**src/sv/safp_pkg.sv**
```systemverilog
// ----------------------------------------------------------------------------
// safp_pkg
// Shared types and character codes for the sentence angle field parser.
// ----------------------------------------------------------------------------
package safp_pkg;

   localparam logic [1:0] PHASE_BLANKS  = 2'd0;
   localparam logic [1:0] PHASE_DIGITS  = 2'd1;
   localparam logic [1:0] PHASE_STOPPED = 2'd2;

   localparam logic [7:0] CHAR_TAB   = 8'h09;
   localparam logic [7:0] CHAR_CR    = 8'h0D;
   localparam logic [7:0] CHAR_SPACE = 8'h20;
   localparam logic [7:0] CHAR_STAR  = 8'h2A;
   localparam logic [7:0] CHAR_PLUS  = 8'h2B;
   localparam logic [7:0] CHAR_COMMA = 8'h2C;
   localparam logic [7:0] CHAR_MINUS = 8'h2D;
   localparam logic [7:0] CHAR_DOT   = 8'h2E;
   localparam logic [7:0] CHAR_ZERO  = 8'h30;
   localparam logic [7:0] CHAR_NINE  = 8'h39;

   localparam logic [2:0] FIELD_ID    = 3'd1;
   localparam logic [2:0] FIELD_ROLL  = 3'd2;
   localparam logic [2:0] FIELD_PITCH = 3'd3;
   localparam logic [2:0] FIELD_YAW   = 3'd4;
   localparam logic [2:0] FIELD_MAX   = 3'd7;

   typedef struct packed {
      logic [1:0] phase;
      logic       neg;
      logic       dot;
   } field_state_type;

endpackage

```
**src/sv/safp_field_conv.sv**
```systemverilog
// ----------------------------------------------------------------------------
// safp_field_conv
// One conversion step of a field: blank skip, sign, first dot drop and a
// saturating multiply-by-ten accumulate of the decimal magnitude.
// ----------------------------------------------------------------------------
module safp_field_conv
   import safp_pkg::*;
#(
   parameter int VALUE_WIDTH = 32
) (
   input  logic [7:0]             text_byte,
   input  field_state_type        cur_state,
   input  logic [VALUE_WIDTH-1:0] cur_acc,
   output field_state_type        nxt_state,
   output logic [VALUE_WIDTH-1:0] nxt_acc
);

   localparam int PROD_WIDTH = VALUE_WIDTH + 4;

   logic                   is_digit;
   logic                   is_blank;
   logic                   is_sign;
   logic [3:0]             digit;
   logic [VALUE_WIDTH-1:0] limit;
   logic [PROD_WIDTH-1:0]  acc_ext;
   logic [PROD_WIDTH-1:0]  prod;

   always_comb begin
      is_digit = (text_byte >= CHAR_ZERO) && (text_byte <= CHAR_NINE);
      is_blank = text_byte inside {CHAR_SPACE, [CHAR_TAB:CHAR_CR]};
      is_sign  = (text_byte == CHAR_PLUS) || (text_byte == CHAR_MINUS);
      digit    = 4'(text_byte - CHAR_ZERO);
      limit    = {1'b1, {(VALUE_WIDTH-1){1'b0}}} - VALUE_WIDTH'(!cur_state.neg);
      acc_ext  = PROD_WIDTH'(cur_acc);
      prod     = (acc_ext << 3) + (acc_ext << 1) + PROD_WIDTH'(digit);

      nxt_state = cur_state;
      nxt_acc   = cur_acc;
      if ((text_byte == CHAR_DOT) && !cur_state.dot) begin
         nxt_state.dot = 1'b1;
      end else if ((cur_state.phase == PHASE_BLANKS) && is_blank) begin
         nxt_state = cur_state;
      end else if ((cur_state.phase == PHASE_BLANKS) && is_sign) begin
         nxt_state.neg   = (text_byte == CHAR_MINUS);
         nxt_state.phase = PHASE_DIGITS;
      end else if ((cur_state.phase <= PHASE_DIGITS) && is_digit) begin
         if (prod > PROD_WIDTH'(limit)) begin
            nxt_acc = limit;
         end else begin
            nxt_acc = prod[VALUE_WIDTH-1:0];
         end
         nxt_state.phase = PHASE_DIGITS;
      end else begin
         nxt_state.phase = PHASE_STOPPED;
      end
   end

endmodule

```
**src/sv/sentence_angle_field_parser.sv**
```systemverilog
// ----------------------------------------------------------------------------
// sentence_angle_field_parser
// Parses comma separated sentences into sensor id, roll, pitch and yaw.
// ----------------------------------------------------------------------------
// Takes one sentence byte per cycle, with no gaps needed between bytes or
// sentences; a last byte waits on a full output. A byte passes an input
// register, then one conversion step (a saturating multiply-by-ten
// accumulate) updates the parse state; a sentence's result is registered
// with its last byte. The multiply-by-ten add and limit compare at
// VALUE_WIDTH+4 bits is the longest path. Angles come out in hundredths of
// a degree with the first dot of each field dropped; absent fields read zero.
// ----------------------------------------------------------------------------
module sentence_angle_field_parser
   import safp_pkg::*;
#(
   parameter int VALUE_WIDTH = 32
) (
   input  logic               clock,
   input  logic               reset,
   input  logic               req_valid,
   output logic               req_ready,
   input  logic [7:0]         req_text_byte,
   input  logic               req_first_of_sentence,
   input  logic               req_last_of_sentence,
   output logic               rsp_valid,
   input  logic               rsp_ready,
   output logic signed [31:0] rsp_sensor_id,
   output logic signed [31:0] rsp_roll_hundredths,
   output logic signed [31:0] rsp_pitch_hundredths,
   output logic signed [31:0] rsp_yaw_hundredths,
   output logic [2:0]         rsp_fields_found
);

   logic                   in_valid_ff, in_valid_in;
   logic [7:0]             in_byte_ff;
   logic                   in_first_ff;
   logic                   in_last_ff;

   logic [2:0]             field_num_ff, field_num_in;
   field_state_type        fstate_ff, fstate_in;
   logic [VALUE_WIDTH-1:0] acc_ff, acc_in;
   logic signed [31:0]     id_ff, id_in;
   logic signed [31:0]     roll_ff, roll_in;
   logic signed [31:0]     pitch_ff, pitch_in;
   logic signed [31:0]     yaw_ff, yaw_in;

   logic                   out_valid_ff, out_valid_in;
   logic signed [31:0]     out_id_ff, out_roll_ff, out_pitch_ff, out_yaw_ff;
   logic [2:0]             out_found_ff;

   logic                   accept;
   logic                   out_free;
   logic                   advance;
   logic                   emit;
   logic                   delim;
   logic                   commit;

   logic [2:0]             field_num_eff;
   field_state_type        fstate_eff;
   logic [VALUE_WIDTH-1:0] acc_eff;
   field_state_type        fstate_fed;
   logic [VALUE_WIDTH-1:0] acc_fed;
   field_state_type        src_state;
   logic [VALUE_WIDTH-1:0] src_acc;
   logic signed [VALUE_WIDTH-1:0] src_value;
   logic signed [31:0]     commit_value;
   logic signed [31:0]     id_new, roll_new, pitch_new, yaw_new;
   logic [2:0]             found;

   assign out_free  = !out_valid_ff || rsp_ready;
   assign advance   = in_valid_ff && (!in_last_ff || out_free);
   assign emit      = advance && in_last_ff;
   assign req_ready = !in_valid_ff || advance;
   assign accept    = req_valid && req_ready;

   safp_field_conv #(
      .VALUE_WIDTH (VALUE_WIDTH)
   ) u_conv (
      .text_byte (in_byte_ff),
      .cur_state (fstate_eff),
      .cur_acc   (acc_eff),
      .nxt_state (fstate_fed),
      .nxt_acc   (acc_fed)
   );

   always_comb begin
      if (in_first_ff) begin
         field_num_eff = '0;
         fstate_eff    = '{phase: PHASE_BLANKS, neg: 1'b0, dot: 1'b0};
         acc_eff       = '0;
         id_new        = '0;
         roll_new      = '0;
         pitch_new     = '0;
         yaw_new       = '0;
      end else begin
         field_num_eff = field_num_ff;
         fstate_eff    = fstate_ff;
         acc_eff       = acc_ff;
         id_new        = id_ff;
         roll_new      = roll_ff;
         pitch_new     = pitch_ff;
         yaw_new       = yaw_ff;
      end

      delim     = (in_byte_ff == CHAR_COMMA) || (in_byte_ff == CHAR_STAR);
      commit    = delim || in_last_ff;
      src_state = delim ? fstate_eff : fstate_fed;
      src_acc   = delim ? acc_eff : acc_fed;
      src_value = src_state.neg ? signed'(VALUE_WIDTH'(-src_acc)) : signed'(src_acc);
      commit_value = 32'(src_value);

      if (commit) begin
         case (field_num_eff)
            FIELD_ID:    id_new    = commit_value;
            FIELD_ROLL:  roll_new  = commit_value;
            FIELD_PITCH: pitch_new = commit_value;
            FIELD_YAW:   yaw_new   = commit_value;
            default:     id_new    = id_new;
         endcase
      end

      if (field_num_eff != FIELD_MAX) begin
         found = field_num_eff + 3'd1;
      end else begin
         found = field_num_eff;
      end

      if (in_last_ff) begin
         field_num_in = '0;
         fstate_in    = '{phase: PHASE_BLANKS, neg: 1'b0, dot: 1'b0};
         acc_in       = '0;
         id_in        = '0;
         roll_in      = '0;
         pitch_in     = '0;
         yaw_in       = '0;
      end else begin
         if (delim && (field_num_eff != FIELD_MAX)) begin
            field_num_in = field_num_eff + 3'd1;
         end else begin
            field_num_in = field_num_eff;
         end
         if (delim) begin
            fstate_in = '{phase: PHASE_BLANKS, neg: 1'b0, dot: 1'b0};
         end else begin
            fstate_in = fstate_fed;
         end
         acc_in    = delim ? '0 : acc_fed;
         id_in     = id_new;
         roll_in   = roll_new;
         pitch_in  = pitch_new;
         yaw_in    = yaw_new;
      end
   end

   always_comb begin
      if (accept) begin
         in_valid_in = 1'b1;
      end else if (advance) begin
         in_valid_in = 1'b0;
      end else begin
         in_valid_in = in_valid_ff;
      end

      if (emit) begin
         out_valid_in = 1'b1;
      end else if (rsp_ready) begin
         out_valid_in = 1'b0;
      end else begin
         out_valid_in = out_valid_ff;
      end
   end

   always_ff @(posedge clock) begin
      if (reset) begin
         in_valid_ff  <= 1'b0;
         out_valid_ff <= 1'b0;
         field_num_ff <= '0;
         fstate_ff    <= '{phase: PHASE_BLANKS, neg: 1'b0, dot: 1'b0};
         acc_ff       <= '0;
         id_ff        <= '0;
         roll_ff      <= '0;
         pitch_ff     <= '0;
         yaw_ff       <= '0;
      end else begin
         in_valid_ff  <= in_valid_in;
         out_valid_ff <= out_valid_in;
         if (advance) begin
            field_num_ff <= field_num_in;
            fstate_ff    <= fstate_in;
            acc_ff       <= acc_in;
            id_ff        <= id_in;
            roll_ff      <= roll_in;
            pitch_ff     <= pitch_in;
            yaw_ff       <= yaw_in;
         end
      end
   end

   always_ff @(posedge clock) begin
      if (accept) begin
         in_byte_ff  <= req_text_byte;
         in_first_ff <= req_first_of_sentence;
         in_last_ff  <= req_last_of_sentence;
      end
      if (emit) begin
         out_id_ff    <= id_new;
         out_roll_ff  <= roll_new;
         out_pitch_ff <= pitch_new;
         out_yaw_ff   <= yaw_new;
         out_found_ff <= found;
      end
   end

   assign rsp_valid            = out_valid_ff;
   assign rsp_sensor_id        = out_id_ff;
   assign rsp_roll_hundredths  = out_roll_ff;
   assign rsp_pitch_hundredths = out_pitch_ff;
   assign rsp_yaw_hundredths   = out_yaw_ff;
   assign rsp_fields_found     = out_found_ff;

endmodule
```
**config.mk**
```make
export PLATFORM = sky130hd
export DESIGN_NAME = sentence_angle_field_parser
export DESIGN_NICKNAME = d
export VERILOG_FILES = /design/src/sv/safp_pkg.sv /design/src/sv/safp_field_conv.sv /design/src/sv/sentence_angle_field_parser.sv
export SDC_FILE = /design/constraint.sdc
export NUM_CORES = 1
export LEC_CHECK = 0
export BUFFER_PORTS_ARGS = -buffer_cell sky130_fd_sc_hd__buf_4
export CELL_PAD_IN_SITES_DETAIL_PLACEMENT = 1
export CELL_PAD_IN_SITES_GLOBAL_PLACEMENT = 1
export CORE_ASPECT_RATIO = 0.8
export CORE_MARGIN = 4
export CORE_UTILIZATION = 40
export CTS_CLUSTER_DIAMETER = 150
export DETAILED_ROUTE_END_ITERATION = 16
export GPL_TIMING_DRIVEN = 1
export PLACE_DENSITY_LB_ADDON = 0.2
export SETUP_SLACK_MARGIN = 0.02
export SYNTH_ARGS = -nofsm -noshare
export SYNTH_HDL_FRONTEND = slang
export SYNTH_SLANG_ARGS = --single-unit
```
**constraint.sdc**
```tcl
create_clock -name clock -period 16.64 [get_ports clock]
set_input_delay 0.832 -clock clock [delete_from_list [all_inputs] [get_ports clock]]
set_output_delay 0.832 -clock clock [all_outputs]
set_load 0.02 [all_outputs]
```
==> metrics.yaml, run 1 <==
status:
  status: "finished clean"
die:
  io_pins: 147
  die-area_sq_um: 44500
  num_rows: 66
  die_y_um: 189
  initial_utilization_pct: 40.5
  fp.coreArea_sq_um: 40600
  die_x_um: 235
global_routing:
  grt_pass1_vias: 14591
  antenna_found_initial: 0
  overflow: 0
  grt_max_degree: 100
  track_usage_pct: 23.8
  grt_pass1_wl_mm: 85.4
synth:
  synth_edf_count: 141
  synth_top_family_by_area: "compound AO/OA/AOI/OAI gates"
  synth-simple-area-share_pct: 18.8
  synth_most_common_cell: "o21ai_0"
  yosysTopAreaCellShare_pct: 25.7
  ys.flop_type: "dfxtp_1"
  synth_seq_area_share_pct: 46.3
  synthMuxAreaShare_pct: 0.190
  syn-cell-area_sq_um: 16500
  synth_cell_type_count: 74
  synth_xor_area_share_pct: 3.03
  ys.warnings.count: 0
  syn_area_per_cell_sq_um: 9.29
  synth_compound_area_share_pct: 20.2
  synth_nets: 1891
  synthTopCellsByCount: "279 x o21ai_0, 204 x nand2_1, 169 x dfxtp_1"
  synthAdderAreaFrac_pct: 8.07
  yosys.area.top_type: "edfxtp_1"
  synth.area.top_cells: "edfxtp_1 26%, dfxtp_1 21%, o21ai_0 8.5%"
  synthArstFlopShare_pct: 0
  synth.ff_latch_count: 310
  synth_cells: 1772
worst_hold_path:
  hold-path-endpoint: "in_byte_ff[4]$_DFFE_PP_"
  hold_path_startpoint: "req_text_byte[4]"
  whs_path_depth: 1
  min_path_type: "in2reg"
timing:
  max_freq_ghz: 0.107
  fin_crit_sh_pct: 56.3
  hold_viol: 0
  fin_setup_tns_ns: 0
  rsz0062_at_grt: "no"
  whs_ns: 0.433
  drv_slew: 0
  fin_crit_ns: 9.37
  maxSlewHeadroom_pct: 22.3
  worst_slew_pin_slew_ns: 1.16
  fin_skew_ns: 0.0147
  setup_violations: 0
cts:
  cts_buffers: 30
  htreeDepth: 1
  ctsLongestPathBuffers: 3
  clock-root-buffer: "clkbuf_16"
  ctsHoldBuffers: 0
  cts_resized: 0
  postCtsSetupBuffers: 0
  cts_num_sinks: 310
  cts_tree: "built"
  clock_latency_ns: 0.57
  path_clk_slew_ns: 0.08
placement:
  io_buffers: 146
  placed_area_sq_um: 18000
  gp_congestion: 0.922
  hpwl_mm: 38.3
  placed_cells: 2367
setup_path:
  cp-start-kind: "flop"
  cp_max_fo: 57
  cp_data_required_time_ns: 16.90
  r2r-start: "in_first_ff$_DFFE_PP_"
  crit_type: "reg2reg"
  r2r_end: "rsp_yaw_hundredths[22]$_DFFE_PP_"
  max_stage_delay_ns: 0.71
  path_delay_family: "compound AO/OA/AOI/OAI gates"
  ff2ff_setup_slack_ns: 7.27
  critPathBufInv: 4
  crit_slowest_cell: "a211oi_1"
  end_kind: "flop"
  arrival_ns: 9.64
  worst_r2r_path_depth: 30
  crit_start: "in_first_ff$_DFFE_PP_"
routing:
  routedWlPerCell_um: 22.6
  vias_per_cell: 5.87
  drt_first_pass_iters: 5
  final_antenna_net_count: 0
  vias: 14227
  post-route-drc-count: 0
  drt_iter0_markers: 956
  routed_wl_mm: 54.6
flow_run:
  maxCapViolations: 0
final_layout:
  final_area_sq_um: 19000
  fin_nets: 1974
  layout.cells.non_filler: 2423
  layout-drive-gt1-share_pct: 13.1
  diodes: 0
  area_delta_synth_final_pct: 15.7
pwr:
  p_leak_nw: 7.24
  ir_worst_vdd_mv: 0.0735
  powerDensity_nw_per_um2: 83.8
## worst max-delay path by stage
| stage | end | cells after the start |
|---|---|---|
| 2_1_floorplan | rsp_pitch_hundredths[16]$_DFFE_PP_ | 33 |
| 3_3_place_gp | rsp_yaw_hundredths[26]$_DFFE_PP_ | 29 |
| 3_5_place_dp | rsp_roll_hundredths[30]$_DFFE_PP_ | 30 |
| 4_1_cts | rsp_roll_hundredths[30]$_DFFE_PP_ | 30 |
| 5_1_grt | rsp_pitch_hundredths[30]$_DFFE_PP_ | 30 |
| 6_report | rsp_yaw_hundredths[22]$_DFFE_PP_ | 30 |
## power breakdown
group / internal (mW) / switching, mW
Combinational: 0.0200 / 0.0499
Sequential: 0.801 / 0.00540
Clock: 0.413 / 0.307
Total: 1.23 / 0.362
## sequential cells by signal, summed over array words and instances (netlist names)
signal	count
fstate_ff	4
rsp_fields_found	3
field_num_ff	3
in_valid_ff	1
in_first_ff	1
rsp_roll_hundredths	32
in_last_ff	1
acc_ff	32
yaw_ff	32
rsp_valid	1
id_ff	32
rsp_sensor_id	32
pitch_ff	32
in_byte_ff	8
rsp_pitch_hundredths	32
roll_ff	32
rsp_yaw_hundredths	32
## final cells by class
| type | instances | area [sq um] |
|---|---|---|
| Timing Repair Buffer | 166 | 1250 |
| Inverter | 29 | 109 |
| Clock inverter | 16 | 145 |
| Fill cell | 4672 | 21600 |
| Tap cell | 544 | 681 |
| Sequential cell | 310 | 7620 |
| Clock buffer | 40 | 902 |
| Multi-Input combinational cell | 1318 | 8350 |
## cells in the final DEF (no fill, tap or decap), types with 10 or more instances in the layout
master and count:
nor2b_1 41, dfxtp_1 169, o211ai_1 10, nand2b_1 10, a31oi_1 15, nor3_1 25
nor2_1 114, nand2_1 201, o21ai_0 279, a221oi_1 18, nand3b_1 110, or3_1 11
ha_1 103, a22oi_1 27, buf_4 166, clkbuf_16 33, nand4_1 23, a211oi_1 10
nand3_1 15, xnor2_1 31, inv_1 29, a21oi_1 97, xor2_1 26, and3_1 12
edfxtp_1 141, a21o_1 11
## metal layers
metal,wire length (um),GRT usage [%],up-vias
met4,1240,5.22,0
met3,2510,3.54,83
li1,-,-,6661
met2,25000,38.4,351
met1,25900,34.0,7132
met5,0,0,-
## per-stage QoR
| step | util, % | total power, mW | setup slack [ns] |
|---|---|---|---|
| 6_report | 46.9 | 1.60 | 7.27 |
| 5_1_grt | 46.9 | 1.65 | 6.47 |
| 4_1_cts | 46.9 | 1.61 | 7.37 |
| 3_5_place_dp | 44.3 | 0.894 | 7.44 |
| 3_3_place_gp | 44.3 | 0.893 | 7.73 |
| 2_1_floorplan | - | 0.864 | 8.57 |
## cell families (layout without fill, tap and decap cells)
group,count (synthesis),count (layout)
buf+inv,144,251
compound gates,551,551
fa+ha+maj,105,105
xor+xnor,57,57
mux,3,3
simple gates,602,602
flops,310,310
No activity file was read; power rests on OpenSTA's default activity.
==> run 2, diff against run 1 <==
Settings changed: ABC_AREA set to 1.
Clock period 16.64 ns to 9.6 ns, I/O delays scaled along.
==> metrics.yaml, run 2 <==
status:
  status: "finished clean"  # unchanged
final_layout:
  fin_util_pct: 46.3  # was 46.9%
  diodes: 0  # unchanged
  final_cell_mix: "697 x nand2_1, 256 x nand3_1, 218 x a21oi_1"  # was 279 x o21ai_0, 201 x nand2_1, 169 x dfxtp_1
  area_delta_synth_final_pct: 14.6  # was 15.7%
  fin_nets: 2464  # was 1974
  final_area_sq_um: 20000  # was 19000 sq um
  layout.cells.non_filler: 2929  # was 2423
  fillers: 5290  # was 4672
  register_area_sq_um: 7620  # unchanged
  mostFrequentLayoutCell: "nand2_1"  # was o21ai_0
  multiInputGateArea_sq_um: 8680  # was 8350 sq um
  layout-drive-gt1-share_pct: 13.5  # was 13.1%
global_routing:
  track_usage_pct: 25.7  # was 23.8%
  grt_pass1_vias: 16047  # was 14591
  grt_max_degree: 90  # was 100
  overflow: 0  # unchanged
  antenna_found_initial: 0  # unchanged
  grt_pass1_wl_mm: 94.6  # was 85.4 mm
die:
  fp.coreArea_sq_um: 43100  # was 40600 sq um
  io_pins: 147  # unchanged
  die_x_um: 241  # was 235 um
  die-area_sq_um: 47000  # was 44500 sq um
  die_y_um: 195  # was 189 um
  num_rows: 68  # was 66
  initial_utilization_pct: 40.4  # was 40.5%
setup_path:
  end_kind: "flop"  # unchanged
  cp-start-kind: "flop"  # unchanged
  crit_type: "reg2reg"  # unchanged
  critPathBufInv: 5  # was 4
  ff2ff_setup_slack_ns: 1.59  # was 7.27 ns
  crit_slowest_cell: "xnor2_1"  # was a211oi_1
  max_stage_delay_ns: 0.75  # was 0.71 ns
  r2r_end: "id_ff[6]$_SDFFE_PP0P_"  # was rsp_yaw_hundredths[22]$_DFFE_PP_
  crit_start: "in_first_ff$_DFFE_PP_"  # unchanged
  cp_data_required_time_ns: 10.01  # was 16.90 ns
  worst_r2r_path_depth: 38  # was 30
  cp_max_fo: 56  # was 57
  cp_common_cell: "nand2_1"
  arrival_ns: 8.42  # was 9.64 ns
  path_delay_family: "simple AND/OR/NAND/NOR gates"  # was compound AO/OA/AOI/OAI gates
  r2r-start: "in_first_ff$_DFFE_PP_"  # unchanged
synth:
  syn_area_per_cell_sq_um: 7.73  # was 9.29 sq um
  ys.flop_type: "dfxtp_1"  # unchanged
  ys.warnings.count: 0  # unchanged
  synth_most_common_cell: "nand2_1"  # was o21ai_0
  synth_nets: 2374  # was 1891
  synth_cell_type_count: 57  # was 74
  yosys.area.top_type: "edfxtp_1"  # unchanged
  synth.area.top_cells: "edfxtp_1 24%, dfxtp_1 19%, nand2_1 15%"  # was edfxtp_1 26%, dfxtp_1 21%, o21ai_0 8.5%
  syn-cell-area_sq_um: 17400  # was 16500 sq um
  synth_cells: 2255  # was 1772
  yosysTopAreaCellShare_pct: 24.3  # was 25.7%
  synthTopCellsByCount: "698 x nand2_1, 259 x nand3_1, 218 x a21oi_1"  # was 279 x o21ai_0, 204 x nand2_1, 169 x dfxtp_1
  synth_edf_count: 141  # unchanged
  synth.ff_latch_count: 310  # unchanged
  synthArstFlopShare_pct: 0  # unchanged
  synth_seq_area_share_pct: 43.7  # was 46.3%
cts:
  postCtsSetupBuffers: 0  # unchanged
  clock-root-buffer: "clkbuf_16"  # unchanged
  cts_num_sinks: 310  # unchanged
  cts_tree: "built"  # unchanged
  cts_buffers: 30  # unchanged
  ctsLongestPathBuffers: 3  # unchanged
  cts_resized: 0  # unchanged
  path_clk_slew_ns: 0.07  # was 0.08 ns
  clock_latency_ns: 0.58  # was 0.57 ns
  htreeDepth: 1  # unchanged
  ctsHoldBuffers: 0  # unchanged
placement:
  io_buffers: 146  # unchanged
  placed_cells: 2873  # was 2367
  hpwl_mm: 44.8  # was 38.3 mm
  placed_area_sq_um: 18900  # was 18000 sq um
  gp_congestion: 0.928  # was 0.922
routing:
  vias_per_cell: 5.52  # was 5.87
  final_antenna_net_count: 0  # unchanged
  vias: 16182  # was 14227
  routed_wl_mm: 62.1  # was 54.6 mm
  post-route-drc-count: 0  # unchanged
  drt_first_pass_iters: 5  # unchanged
  routedWlPerCell_um: 21.2  # was 22.6 um
  drt_iter0_markers: 1443  # was 956
timing:
  setup_violations: 0  # unchanged
  drv_slew: 0  # unchanged
  rsz0062_at_grt: "no"  # unchanged
  maxSlewHeadroom_pct: 20.4  # was 22.3%
  hold_viol: 0  # unchanged
  fin_setup_tns_ns: 0  # unchanged
  worst_slew_pin_slew_ns: 1.19  # was 1.16 ns
  whs_ns: 0.0829  # was 0.433 ns
  max_freq_ghz: 0.125  # was 0.107 GHz
  fin_crit_sh_pct: 83.5  # was 56.3%
  fin_skew_ns: 0.0151  # was 0.0147 ns
  fin_crit_ns: 8.01  # was 9.37 ns
flow_run:
  maxCapViolations: 0  # unchanged
worst_hold_path:
  hold_path_startpoint: "req_text_byte[3]"  # was req_text_byte[4]
  min_path_type: "in2reg"  # unchanged
  hold-path-endpoint: "in_byte_ff[3]$_DFFE_PP_"  # was in_byte_ff[4]$_DFFE_PP_
  whs_path_depth: 1  # unchanged
pwr:
  ir_worst_vdd_mv: 0.138  # was 0.0735 mV
  p_leak_nw: 8.71  # was 7.24 nW
  powerDensity_nw_per_um2: 140  # was 83.8 nW/um^2
## run 2: changes by cell type after synthesis, sizes merged, moves of 14 or more
| cell | delta |
|---|---|
| inv | +141 |
| nand2 | +525 |
| nand3b | -102 |
| nand3 | +249 |
| a21oi | +127 |
| a221oi | -19 |
| o21ai | -187 |
| buf | +16 |
| clkbuf | -21 |
| nor2b | -43 |
| xnor2 | -16 |
| a31oi | -14 |
| a22oi | -26 |
| nor3 | -19 |
## run 2: layer usage
metal  GRT usage, %  part of all wire [%]  up-vias
li1               -                     -     7664
met1           38.9                    48     8001
met2           39.6                    44      444
met3           3.67                   6.2       73
met4           4.12                   1.8        0
met5              0                     0        -
## run 2: worst max path at each step
stage | endpoint | depth (start not counted)
after global routing | id_ff[6]$_SDFFE_PP0P_ | 38
after CTS | id_ff[6]$_SDFFE_PP0P_ | 38
after global placement | yaw_ff[30]$_SDFFE_PP0P_ | 40
after detailed placement | pitch_ff[6]$_SDFFE_PP0P_ | 38
after floorplan | rsp_roll_hundredths[20]$_DFFE_PP_ | 41
final | id_ff[6]$_SDFFE_PP0P_ | 38
## run 2: cell type report
class / instances / share of cell area [%]
Multi-Input combinational cell: 1657 / 43.5
Sequential cell: 310 / 38.1
Timing Repair Buffer: 168 / 6.31
Clock buffer: 45 / 4.60
Tap cell: 560 / 3.51
Inverter: 178 / 3.41
Clock inverter: 11 / 0.582
## run 2: per-stage QoR
step | total power, mW | worst slack (ns)
final | 2.80 | 1.59
after global routing | 2.89 | 1.03
after CTS | 2.81 | 1.65
after detailed placement | 1.58 | 1.74
after global placement | 1.58 | 2.08
after floorplan | 1.52 | 4.04
## run 2: cells by family (layout without fill, tap and decap cells)
| kind of cell | after synthesis | count (layout) | synth area share [%] |
|---|---|---|---|
| AO/OA/AOI/OAI | 348 | 348 | 11.0 |
| XOR/XNOR | 41 | 41 | 2.15 |
| adder cells (fa/ha/maj) | 105 | 105 | 7.62 |
| buffers and inverters | 288 | 402 | 6.65 |
| flip-flops | 310 | 310 | 43.7 |
| AND/OR/NAND/NOR | 1163 | 1163 | 28.9 |
## run 2: report_power, final
part	internal, mW	switching (mW)	total [mW]
Clock	0.715	0.536	1.25
Combinational	0.0339	0.110	0.143
Sequential	1.39	0.0120	1.41
Total	2.14	0.657	2.80
==> run 3, diff against run 2 <==
Settings changed: ABC_AREA 1 to 0.
Clock period 9.6 ns to 7.5 ns, I/O delays scaled along.
==> metrics.yaml, run 3 (synthesis gave the netlist of run 1 again) <==
status:
  status: "finished clean"  # unchanged
global_routing:
  grt_pass1_wl_mm: 87.6  # was 94.6 mm
  grt_max_degree: 86  # was 90
  track_usage_pct: 24.3  # was 25.7%
  overflow: 0  # unchanged
  grt_pass1_vias: 15361  # was 16047
  antenna_found_initial: 1  # was 0
cts:
  cts_buffers: 30  # unchanged
  cts_tree: "built"  # unchanged
  cts_num_sinks: 310  # unchanged
  htreeDepth: 1  # unchanged
  path_clk_slew_ns: 0.06  # was 0.07 ns
  clock_latency_ns: 0.56  # was 0.58 ns
  ctsLongestPathBuffers: 3  # unchanged
  clock-root-buffer: "clkbuf_16"  # unchanged
setup_path:
  cp_data_required_time_ns: 7.99  # was 10.01 ns
  crit_slowest_cell: "or4b_4"  # was xnor2_1
  critPathBufInv: 6  # was 5
  cp_num_cells: 28  # was 38
  r2r_end: "pitch_ff[25]$_SDFFE_PP0P_"  # was id_ff[6]$_SDFFE_PP0P_
  crit_type: "reg2reg"  # unchanged
  arrival_ns: 7.83  # was 8.42 ns
  max_stage_delay_ns: 0.54  # was 0.75 ns
  worst_r2r_path_depth: 28  # was 38
  ff2ff_setup_slack_ns: 0.16  # was 1.59 ns
  cp-start-kind: "flop"  # unchanged
  crit_path_end: "pitch_ff[25]$_SDFFE_PP0P_"  # was id_ff[6]$_SDFFE_PP0P_
  r2r-start: "in_first_ff$_DFFE_PP_"  # unchanged
  end_kind: "flop"  # unchanged
  cp_common_cell: "buf_4"  # was nand2_1
  path_delay_family: "simple AND/OR/NAND/NOR gates"  # unchanged
  crit_start: "in_first_ff$_DFFE_PP_"  # unchanged
  cp_max_fo: 13  # was 56
timing:
  worst_slew_pin_slew_ns: 1.33  # was 1.19 ns
  setup_violations: 0  # unchanged
  fin_crit_sh_pct: 97.9  # was 83.5%
  rsz0062_at_grt: "yes"  # was no
  fin_crit_ns: 7.34  # was 8.01 ns
  drv_slew: 0  # unchanged
  whs_ns: 0.0752  # was 0.0829 ns
  fin_skew_ns: 0.0123  # was 0.0151 ns
  maxSlewHeadroom_pct: 11.2  # was 20.4%
  fin_setup_tns_ns: 0  # unchanged
  hold_viol: 0  # unchanged
  max_freq_ghz: 0.136  # was 0.125 GHz
placement:
  io_buffers: 146  # unchanged
  placed_cells: 2470  # was 2873
  gp_congestion: 0.887  # was 0.928
  placed_area_sq_um: 18800  # was 18900 sq um
  hpwl_mm: 39.5  # was 44.8 mm
routing:
  routedWlPerCell_um: 22.2  # was 21.2 um
  drt_iter0_markers: 1031  # was 1443
  final_antenna_net_count: 0  # unchanged
  route.met2.wl_mm: 26.4  # was 27.5 mm
  wl_met3_mm: 3.32  # was 3.83 mm
  vias_per_cell: 5.82  # was 5.52
  top_layer: "met4"  # unchanged
  wl_met1_mm: 26.0  # was 29.7 mm
  vias: 14899  # was 16182
  post-route-drc-count: 0  # unchanged
  routed_wl_mm: 56.8  # was 62.1 mm
  drt_first_pass_iters: 5  # unchanged
final_layout:
  area_delta_synth_final_pct: 24.5  # was 14.6%
  layout-drive-gt1-share_pct: 21.6  # was 13.5%
  diodes: 0  # unchanged
  layout.cells.non_filler: 2559  # was 2929
  mostFrequentLayoutCell: "buf_4"  # was nand2_1
  final_area_sq_um: 20500  # was 20000 sq um
  fin_nets: 2110  # was 2464
  final_cell_mix: "285 x buf_4, 254 x o21ai_0, 199 x nand2_1"  # was 697 x nand2_1, 256 x nand3_1, 218 x a21oi_1
die:
  io_pins: 147  # unchanged
  num_rows: 66  # was 68
  die-area_sq_um: 44500  # was 47000 sq um
  initial_utilization_pct: 40.5  # was 40.4%
  fp.coreArea_sq_um: 40600  # was 43100 sq um
  die_y_um: 189  # was 195 um
  die_x_um: 235  # was 241 um
flow_run:
  maxCapViolations: 0  # unchanged
worst_hold_path:
  min_path_type: "in2reg"  # unchanged
pwr:
  p_leak_nw: 7.94  # was 8.71 nW
  p_total_mw: 3.53  # was 2.80 mW
  ir_worst_vdd_mv: 0.178  # was 0.138 mV
  powerDensity_nw_per_um2: 172  # was 140 nW/um^2
-- run 3: changes by cell type in the layout (fill, tap and decap cells not counted), sizes merged, moves of 102 or more --
cell    change
nand2     -525
a21oi     -127
buf       +123
nand3     -249
nand3b    +102
o21ai     +187
inv       -141
-- run 3: per-layer routing --
| layer | global-route usage (%) | vias up |
|---|---|---|
| li1 | - | 6934 |
| met5 | 0 | - |
| met1 | 33.9 | 7470 |
| met3 | 3.70 | 79 |
| met2 | 40.4 | 416 |
| met4 | 5.38 | 0 |
-- run 3: worst min path at each step --
stage	slack (ns)	cells after the start	to	from
after CTS	0.05	3	in_valid_ff$_SDFFE_PP0P_	req_valid
after global placement	0.43	2	yaw_ff[30]$_SDFFE_PP0P_	yaw_ff[30]$_SDFFE_PP0P_
after detailed placement	0.44	2	yaw_ff[24]$_SDFFE_PP0P_	yaw_ff[24]$_SDFFE_PP0P_
final	0.08	3	in_valid_ff$_SDFFE_PP0P_	req_valid
after global routing	0.07	3	in_valid_ff$_SDFFE_PP0P_	req_valid
after floorplan	0.42	2	yaw_ff[30]$_SDFFE_PP0P_	yaw_ff[30]$_SDFFE_PP0P_
-- run 3: area by class of cell --
class / instances / area (sq um)
fillers: 4606 / 20100
flip-flops and latches: 310 / 7620
inverters: 29 / 109
multi-input cells: 1318 / 8720
clock buffers: 44 / 875
well taps: 544 / 681
repair buffers: 302 / 2360
clock inverters: 12 / 134
-- run 3: through the flow --
| stage | utilization [%] | setup WS (ns) |
|---|---|---|
| 5_1_grt | 50.4 | -0.209 |
| 2_1_floorplan | - | 0.0333 |
| 4_1_cts | 49.3 | 0.0204 |
| 3_3_place_gp | 46.3 | -0.278 |
| 3_5_place_dp | 46.3 | -0.440 |
| 6_report | 50.4 | 0.156 |
-- run 3: power breakdown --
group | switching [mW] | internal, mW | leakage [nW]
sequential | 0.0118 | 1.78 | 2.72
clock | 0.654 | 0.909 | 0.496
combinational | 0.118 | 0.0565 | 4.72
-- run 3: tightest hold or removal path, delay by kind of cell --
kind	cells	cell delay, ns
AOI/OAI and AO/OA	1	0.10
buffers and inverters	2	0.12
-- run 3: repair_timing --
item | CTS | global route
setup buffers | 5 | 17
hold buffers | 10 | 0
resized for setup | 12 | 96
gates cloned | 0 | 1
pin swaps | 4 | 31
endpoints found under the hold margin | 10 | 0
setup endpoints to repair | 170 | 240
